File: config.mk
export PLATFORM = sky130hd
export DESIGN_NAME = lzss_mod
export DESIGN_NICKNAME = d
export VERILOG_FILES = /design/src/sv/lzss_pkg.sv /design/src/sv/lzss_mod.sv
export SDC_FILE = /design/constraint.sdc
export NUM_CORES = 1
export LEC_CHECK = 0
export ABC_CLOCK_PERIOD_IN_PS = 1100
export BUFFER_PORTS_ARGS = -buffer_cell sky130_fd_sc_hd__buf_2
export CAP_MARGIN = 20
export CORE_AREA = 4 4 41 43
export DETAILED_ROUTE_END_ITERATION = 6
export DIE_AREA = 0 0 45 47
export GPL_ROUTABILITY_DRIVEN = 1
export PLACE_DENSITY = 0.68
export SLEW_MARGIN = 10
export SYNTH_ARGS = -nofsm -noshare
export SYNTH_HDL_FRONTEND = slang
export SYNTH_SLANG_ARGS = --single-unit
File: constraint.sdc
create_clock -name clk_i -period 1.1 [get_ports clk_i]
set_input_delay 0.22 -clock clk_i [delete_from_list [all_inputs] [get_ports clk_i]]
set_output_delay 0.22 -clock clk_i [all_outputs]
set_load 0.02 [all_outputs]
File: src/sv/lzss_pkg.sv
// Shared types and constants of the LZSS ring decoder.
package lzss_pkg;

  localparam int BYTE_W = 8;
  localparam int POS_W  = 12;
  localparam int LEN_W  = 5;
  localparam int MAX_CODE = 15;

  localparam logic [BYTE_W-1:0] SPACE_BYTE = 8'h20;
  localparam logic [2:0]        FLAGS_PER_BYTE_M1 = 3'd7;

  typedef enum logic [1:0] {
    PH_FLAG    = 2'd0,
    PH_LIT     = 2'd1,
    PH_PAIR_LO = 2'd2,
    PH_PAIR_HI = 2'd3
  } phase_e;

  typedef enum logic [2:0] {
    S_SWEEP = 3'd0,
    S_IDLE  = 3'd1,
    S_LIT   = 3'd2,
    S_MOD   = 3'd3,
    S_RD    = 3'd4,
    S_WR    = 3'd5
  } state_e;

endpackage

File: src/sv/lzss_mod.sv
// Iterative compare-subtract unit that reduces a match position modulo the ring size.
module lzss_mod #(
  parameter int RING_SIZE = 4096,
  parameter int AW        = 12
) (
  input  logic                      clk_i,
  input  logic                      rst_ni,
  input  logic                      start_i,
  input  logic [lzss_pkg::POS_W-1:0] pos_i,
  output logic                      done_o,
  output logic [AW-1:0]             result_o
);
  import lzss_pkg::*;

  localparam int MAXSH = POS_W - AW;
  localparam int SH_W  = $clog2(MAXSH + 2);
  localparam logic [POS_W:0] RING_EXT = (POS_W + 1)'(RING_SIZE);

  logic             busy_q, busy_d;
  logic [SH_W-1:0]  sh_q, sh_d;
  logic [POS_W-1:0] rem_q, rem_d;
  logic [POS_W:0]   dv;
  logic [POS_W-1:0] step_rem;

  assign dv = RING_EXT << sh_q;

  always_comb begin
    if ({1'b0, rem_q} >= dv) begin
      step_rem = rem_q - dv[POS_W-1:0];
    end else begin
      step_rem = rem_q;
    end
  end

  always_comb begin
    busy_d = busy_q;
    sh_d   = sh_q;
    rem_d  = rem_q;
    if (start_i) begin
      busy_d = 1'b1;
      sh_d   = SH_W'(MAXSH);
      rem_d  = pos_i;
    end else if (busy_q) begin
      rem_d = step_rem;
      if (sh_q == '0) begin
        busy_d = 1'b0;
      end else begin
        sh_d = sh_q - 1'b1;
      end
    end
  end

  always_ff @(posedge clk_i or negedge rst_ni) begin
    if (!rst_ni) begin
      busy_q <= 1'b0;
    end else begin
      busy_q <= busy_d;
    end
  end

  always_ff @(posedge clk_i) begin
    sh_q  <= sh_d;
    rem_q <= rem_d;
  end

  assign done_o   = busy_q && (sh_q == '0);
  assign result_o = step_rem[AW-1:0];

endmodule

==> reports/qor.csv, run 1 <==
stage;metric;value;unit
outcome;outcome;finished, final reports clean;
sta;Worst slew margin;75.37;%
sta;setup TNS;0;ns
floorplanning;Initial Utilization;37.31;%
detailed_routing;wire per inst;10.58;um
synthesis;syn_area_per_cell;17.98;um2
detailed_routing;final WL;762;um
worst_setup_path;Slowest cell on crit path;edfxtp_1;
synthesis;Post-synth EDFFs;12;
worst_setup_path;critical path type;reg -> out;
power_and_ir_drop;Power Total;1008;uW
power_and_ir_drop;maximum VDD drop;0.5632;mV
final_layout;nets;73;
final_layout;Layout Area Growth over Synthesis;36.08;%
power_and_ir_drop;Int Pwr;778.6;uW
detailed_routing;Antenna Nets Post-Route;0;
global_routing;Remaining Overflow, GRT;0;
sta;Least-Margin Pin Slew;0.3695;ns
detailed_routing;vias per inst;4.139;
worst_setup_path;Buf/Inv on CP;1;
power_and_ir_drop;Pleak;0.0002903;uW
floorplanning;die height;47;um
detailed_routing;Pre-antenna DRT Iters;2;
final_layout;Layout Cells excl Fill;72;
worst_setup_path;CP top delay family;flip-flops;
placed_design;placed inst area;624.3;um2
floorplanning;die width;45;um
global_routing;largest net degree at the start of global routing;26;
global_routing;global-route wire length before repair;979;um
global_routing;initial antenna violation count;0;
floorplanning;core area;1301;um2
power_and_ir_drop;Combinational Power Share;13.7;%
clock_network;Sinks on Clock Net;13;
hold_path;Hold Path Class;in -> reg;
worst_setup_path;CP endpoint kind;primary output;
detailed_routing;drt initial violations;1;
synthesis;YS warnings;0;
power_and_ir_drop;NetSw;229.3;uW
worst_setup_path;CP required;0.88;ns
power_and_ir_drop;Clock power frac;27.8;%
synthesis;cell count after synthesis;27;
placed_design;RePlAce Congestion;0.5941;
floorplanning;num ports;28;
sta;PnR worst setup slack;0.05909;ns
clock_network;CTS buffer count;3;
synthesis;FFs w/ async S/R, synth;7.692;%
worst_setup_path;startpoint type of the worst setup path;flip-flop;
synthesis;Yosys top cell area share;74.23;%
synthesis;Syn Nets;42;
detailed_routing;Residual DRC;0;
floorplanning;Rows;13;
power_and_ir_drop;switch share;22.75;%
clock_network;clock root cell;clkbuf_4;
synthesis;largest cells by area after synthesis;edfxtp_1, and2_2, and2_1;
worst_setup_path;crit-path max cell delay;0.38;ns
power_and_ir_drop;pwr dens;1526;nW/um2
final_layout;Antenna Cells;0;
synthesis;Most used DFF post-synth;edfxtp_1;
sta;final worst path period need;1.041;ns
placed_design;Placement Setup Slack;0.1493;ns
detailed_routing;via count;298;
clock_network;CTS Buffer Depth;2;
synthesis;commonest cells in the netlist;edfxtp_1, and2_2, and2_1;
synthesis;post-synth cell types;6;
clock_network;CTS tree;done;
worst_setup_path;worst-path maximum fanout;1;
placed_design;port buffer count;27;
synthesis;mapped cell area;485.5;um2
global_routing;gr usage total;7.270;%
clock_network;PostCTS Resize Cnt;0;
synthesis;most numerous cell in the Yosys netlist;edfxtp_1;
sta;crit share post-route;94.63;%
clock_network;H-tree levels;1;
placed_design;placed cells;67;
sta;final setup fails;0;
floorplanning;Die ar.;2115;um2
worst_setup_path;worst path cell trace;buf_2;
final_layout;Design Area, Final;660.6;um2
synthesis;share of the yosys chip area belonging to registers;79.38;%
sta;fmax;960.7;MHz
global_routing;vias in the first global route;260;
synthesis;#FFs+latches synth;13;
sta;RSZ-0062 raised after global routing;false;
final_layout;share of cells above drive strength 1;66.67;%
worst_setup_path;critical path arrival;0.82;ns
run;max_cap viols;0;
clock_network;Clk pin slew, worst setup/hold paths;0.07;ns
sta;Final Hold Viols;0;
clock_network;Post-CTS Setup Bufs;0;
synthesis;Yosys top cell by area;edfxtp_1;
power_and_ir_drop;Seq pwr share;58.5;%
sta;fin. max-slew vios;0;
## path summary, 6_finish.rpt
check                      cells after the start  startpoint     endpoint
max                                            1    rem_q[0]  result_o[0]
min in group asynchronous                      2      rst_ni       busy_q
max in group asynchronous                      2      rst_ni       busy_q
min                                            2    pos_i[5]     rem_q[5]
## cell families (layout without fill, tap and decap cells)
group,after synthesis,in the layout,share of synthesized area [%]
flops,13,13,79.38
buf+inv,2,32,3.092
simple gates,12,12,17.53
## per-layer routing
metal / share of wire [%] / routed length [um] / GRT usage (%)
met5: 0 / 0 / 0
met4: 0 / 0 / 7.018
met3: 12 / 95 / 2.299
met2: 55 / 419 / 14.41
met1: 32 / 247 / 5.097
## cell usage in the layout (no fill, tap or decap), drive strengths merged
master	count
buf	27
dlygate4sd3	1
dfrtp	1
and2	12
edfxtp	12
clkbuf	4
## power by group through the flow
| stage | clock (uW) | sequential (uW) | combinational (uW) |
|---|---|---|---|
| finish | 281 | 589 | 138 |
| global route | 301 | 592 | 149 |
| CTS | 292 | 590 | 141 |
| detailed placement | 0 | 601 | 138 |
| global placement | 0 | 600 | 135 |
| floorplan | 0 | 652 | 29.8 |
## what timing repair did
action / CTS / global route
hold endpoints to repair: 1 / 0
endpoints found under the setup margin: 0 / 0
hold buffers: 1 / 0
## layout make-up
cell class	count	area, um2
Clock buffer	4	26.28
Fill cell	130	640.6
Multi-Input combinational cell	12	85.08
Sequential cell	13	385.4
Tap cell	15	18.77
Timing Repair Buffer	28	145.1
## registers in the layout, indices dropped and copies added (netlist names)
| signal | count |
|---|---|
| rem_q | 12 |
| busy_q | 1 |
## stage by stage
step                hold slack [ns]  utilization (%)
global placement          -0.005391            47.98
global route                 0.2318            50.77
floorplan                  -0.07559                -
finish                       0.2370            50.77
detailed placement        -0.003714            47.98
CTS                          0.2279            50.77
Note: power is estimated with default switching activity, not from simulation.
==> run 2, diff against run 1 <==
RECOVER_POWER = 100   (was not set)
REMOVE_ABC_BUFFERS = 1   (was not set)
==> run 2 against run 1 <==
Combinational power is essentially flat. Non-clock buffer count is the same. Fmax grew 2.1%. Critical path type unchanged. Critical endpoint is now result_o[1]. Largest cell class unchanged.
==> reports/qor.csv, run 2 (synthesis gave the netlist of run 1 again) <==
stage;metric;value;unit;change
global_routing;gr usage total;8.387;%;+1.1 points
worst_setup_path;Slowest cell on crit path;edfxtp_1;;
floorplanning;die width;45;um;unchanged
clock_network;Clk pin slew, worst setup/hold paths;0.07;ns;about the same
worst_setup_path;CP top delay family;flip-flops;;
worst_setup_path;worst path cell trace;clkbuf_2;;
sta;crit share post-route;92.66;%;-2.0 points
global_routing;met2 GRT Util;13.28;%;-1.1 points
hold_path;Hold Path Class;in -> reg;;
sta;Worst slew margin;75.19;%;-0.17 points
floorplanning;core area;1301;um2;unchanged
floorplanning;Die ar.;2115;um2;unchanged
worst_setup_path;Buf/Inv on CP;1;;unchanged
final_layout;biggest regs;rem_q x12, busy_q x1;;
worst_setup_path;CP endpoint kind;primary output;;
outcome;outcome;finished, final reports clean;;
global_routing;layer with the highest usage;met2;;
sta;final setup fails;0;;unchanged
final_layout;Largest Register;rem_q;;
clock_network;H-tree levels;1;;unchanged
global_routing;largest net degree at the start of global routing;26;;unchanged
sta;Least-Margin Pin Slew;0.3721;ns;+0.002613 ns
floorplanning;num ports;28;;unchanged
global_routing;M3 GR Usage;6.130;%;+3.8 points
detailed_routing;via count;300;;+0.67%
final_layout;Antenna Cells;0;;unchanged
clock_network;hold_buf cts;1;;unchanged
final_layout;Multi-input gate area;85.08;um2;unchanged
clock_network;Post-CTS Setup Bufs;0;;unchanged
clock_network;CTS buffer count;3;;unchanged
clock_network;clock root cell;clkbuf_4;;
detailed_routing;final WL;752;um;-1.3%
worst_setup_path;CP required;0.88;ns;about the same
detailed_routing;Antenna Nets Post-Route;0;;unchanged
sta;PnR worst setup slack;0.08076;ns;+0.02167 ns
sta;hold_ws;0.2335;ns;-0.003449 ns
final_layout;fillers;131;;+0.77%
floorplanning;Initial Utilization;37.31;%;unchanged
clock_network;CTS tree;done;;
detailed_routing;drt initial violations;5;;+4
final_layout;Layout Area Growth over Synthesis;35.82;%;
global_routing;global-route wire length before repair;1110;um;+13%
power_and_ir_drop;Pleak;0.0002889;uW;-0.48%
worst_setup_path;critical path arrival;0.80;ns;-0.02 ns
power_and_ir_drop;pwr dens;1527;nW/um2;+0.11%
power_and_ir_drop;maximum VDD drop;0.5737;mV;+1.9%
sta;Final Hold Viols;0;;unchanged
worst_setup_path;startpoint type of the worst setup path;flip-flop;;
final_layout;FF+latch area;385.4;um2;unchanged
placed_design;port buffer count;27;;unchanged
sta;final worst path period need;1.019;ns;-0.02167 ns
clock_network;PostCTS Resize Cnt;0;;unchanged
worst_setup_path;critical path type;reg -> out;;
sta;RSZ-0062 raised after global routing;false;;
worst_setup_path;Worst Setup SP;rem_q[1];;
sta;fin. max-slew vios;0;;unchanged
clock_network;CTS Buffer Depth;2;;unchanged
placed_design;RePlAce Congestion;0.6313;;+6.3%
sta;setup TNS;0;ns;unchanged
global_routing;initial antenna violation count;0;;unchanged
placed_design;Placement Setup Slack;0.1543;ns;+0.004946 ns
clock_network;Sinks on Clock Net;13;;unchanged
global_routing;vias in the first global route;273;;+5.0%
hold_path;Hold Startpoint;pos_i[8];;
global_routing;Remaining Overflow, GRT;0;;unchanged
detailed_routing;Pre-antenna DRT Iters;2;;unchanged
run;max_cap viols;0;;unchanged
final_layout;most frequent cells in the layout;buf_2, clkbuf_2, edfxtp_1;;
worst_setup_path;worst-path maximum fanout;1;;unchanged
detailed_routing;Residual DRC;0;;unchanged
final_layout;max reg flops;12;;unchanged
hold_path;Hold Crit Depth;2;;unchanged
final_layout;nets;73;;unchanged
floorplanning;Rows;13;;unchanged
detailed_routing;vias per inst;4.167;;+0.67%
worst_setup_path;crit-path max cell delay;0.37;ns;about the same
sta;fmax;981.1;MHz;+2.1%
global_routing;met1 GRT Util;7.005;%;+1.9 points
detailed_routing;wire per inst;10.44;um;-1.3%
final_layout;share of cells above drive strength 1;64.91;%;-1.8 points
hold_path;worst hold path endpoint;rem_q[8];;
floorplanning;die height;47;um;unchanged
-- run 2: worst max path at each step --
stage	end	slack (ns)	cells past startpoint
after floorplan	result_o[0]	0.43	0
after global placement	rem_q[10]	0.16	2
after detailed placement	rem_q[10]	0.15	2
after CTS	result_o[10]	0.05	1
after global routing	result_o[3]	0.02	1
final	result_o[1]	0.08	1
-- run 2: power by group --
group	internal (uW)	switching [uW]	total, uW
Sequential	581	8.94	590
Clock	140	141	281
Combinational	55.6	80.2	136
Total	777	230	1010
-- run 2: cell type report --
type | instances | share of cell area (%)
Sequential cell | 13 | 58.44
Multi-Input combinational cell | 12 | 12.90
Tap cell | 15 | 2.846
Clock buffer | 4 | 3.985
Timing Repair Buffer | 28 | 21.82
-- run 2: through the flow --
step,instances,cell area (um2),total power (uW),utilization (%)
after detailed placement,67,624.3,737.4,47.98
final,72,659.4,1007,50.67
after global routing,72,659.4,1067,50.67
after floorplan,25,470.5,669.9,-
after global placement,67,624.3,735.8,47.98
after CTS,72,660.6,1030,50.77
-- run 2: layer usage --
| layer | wire (um) | vias to the layer above |
|---|---|---|
| met5 | 0 | - |
| met4 | 0 | 0 |
| met3 | 119 | 0 |
| met2 | 355 | 19 |
| met1 | 277 | 129 |
| li1 | - | 152 |
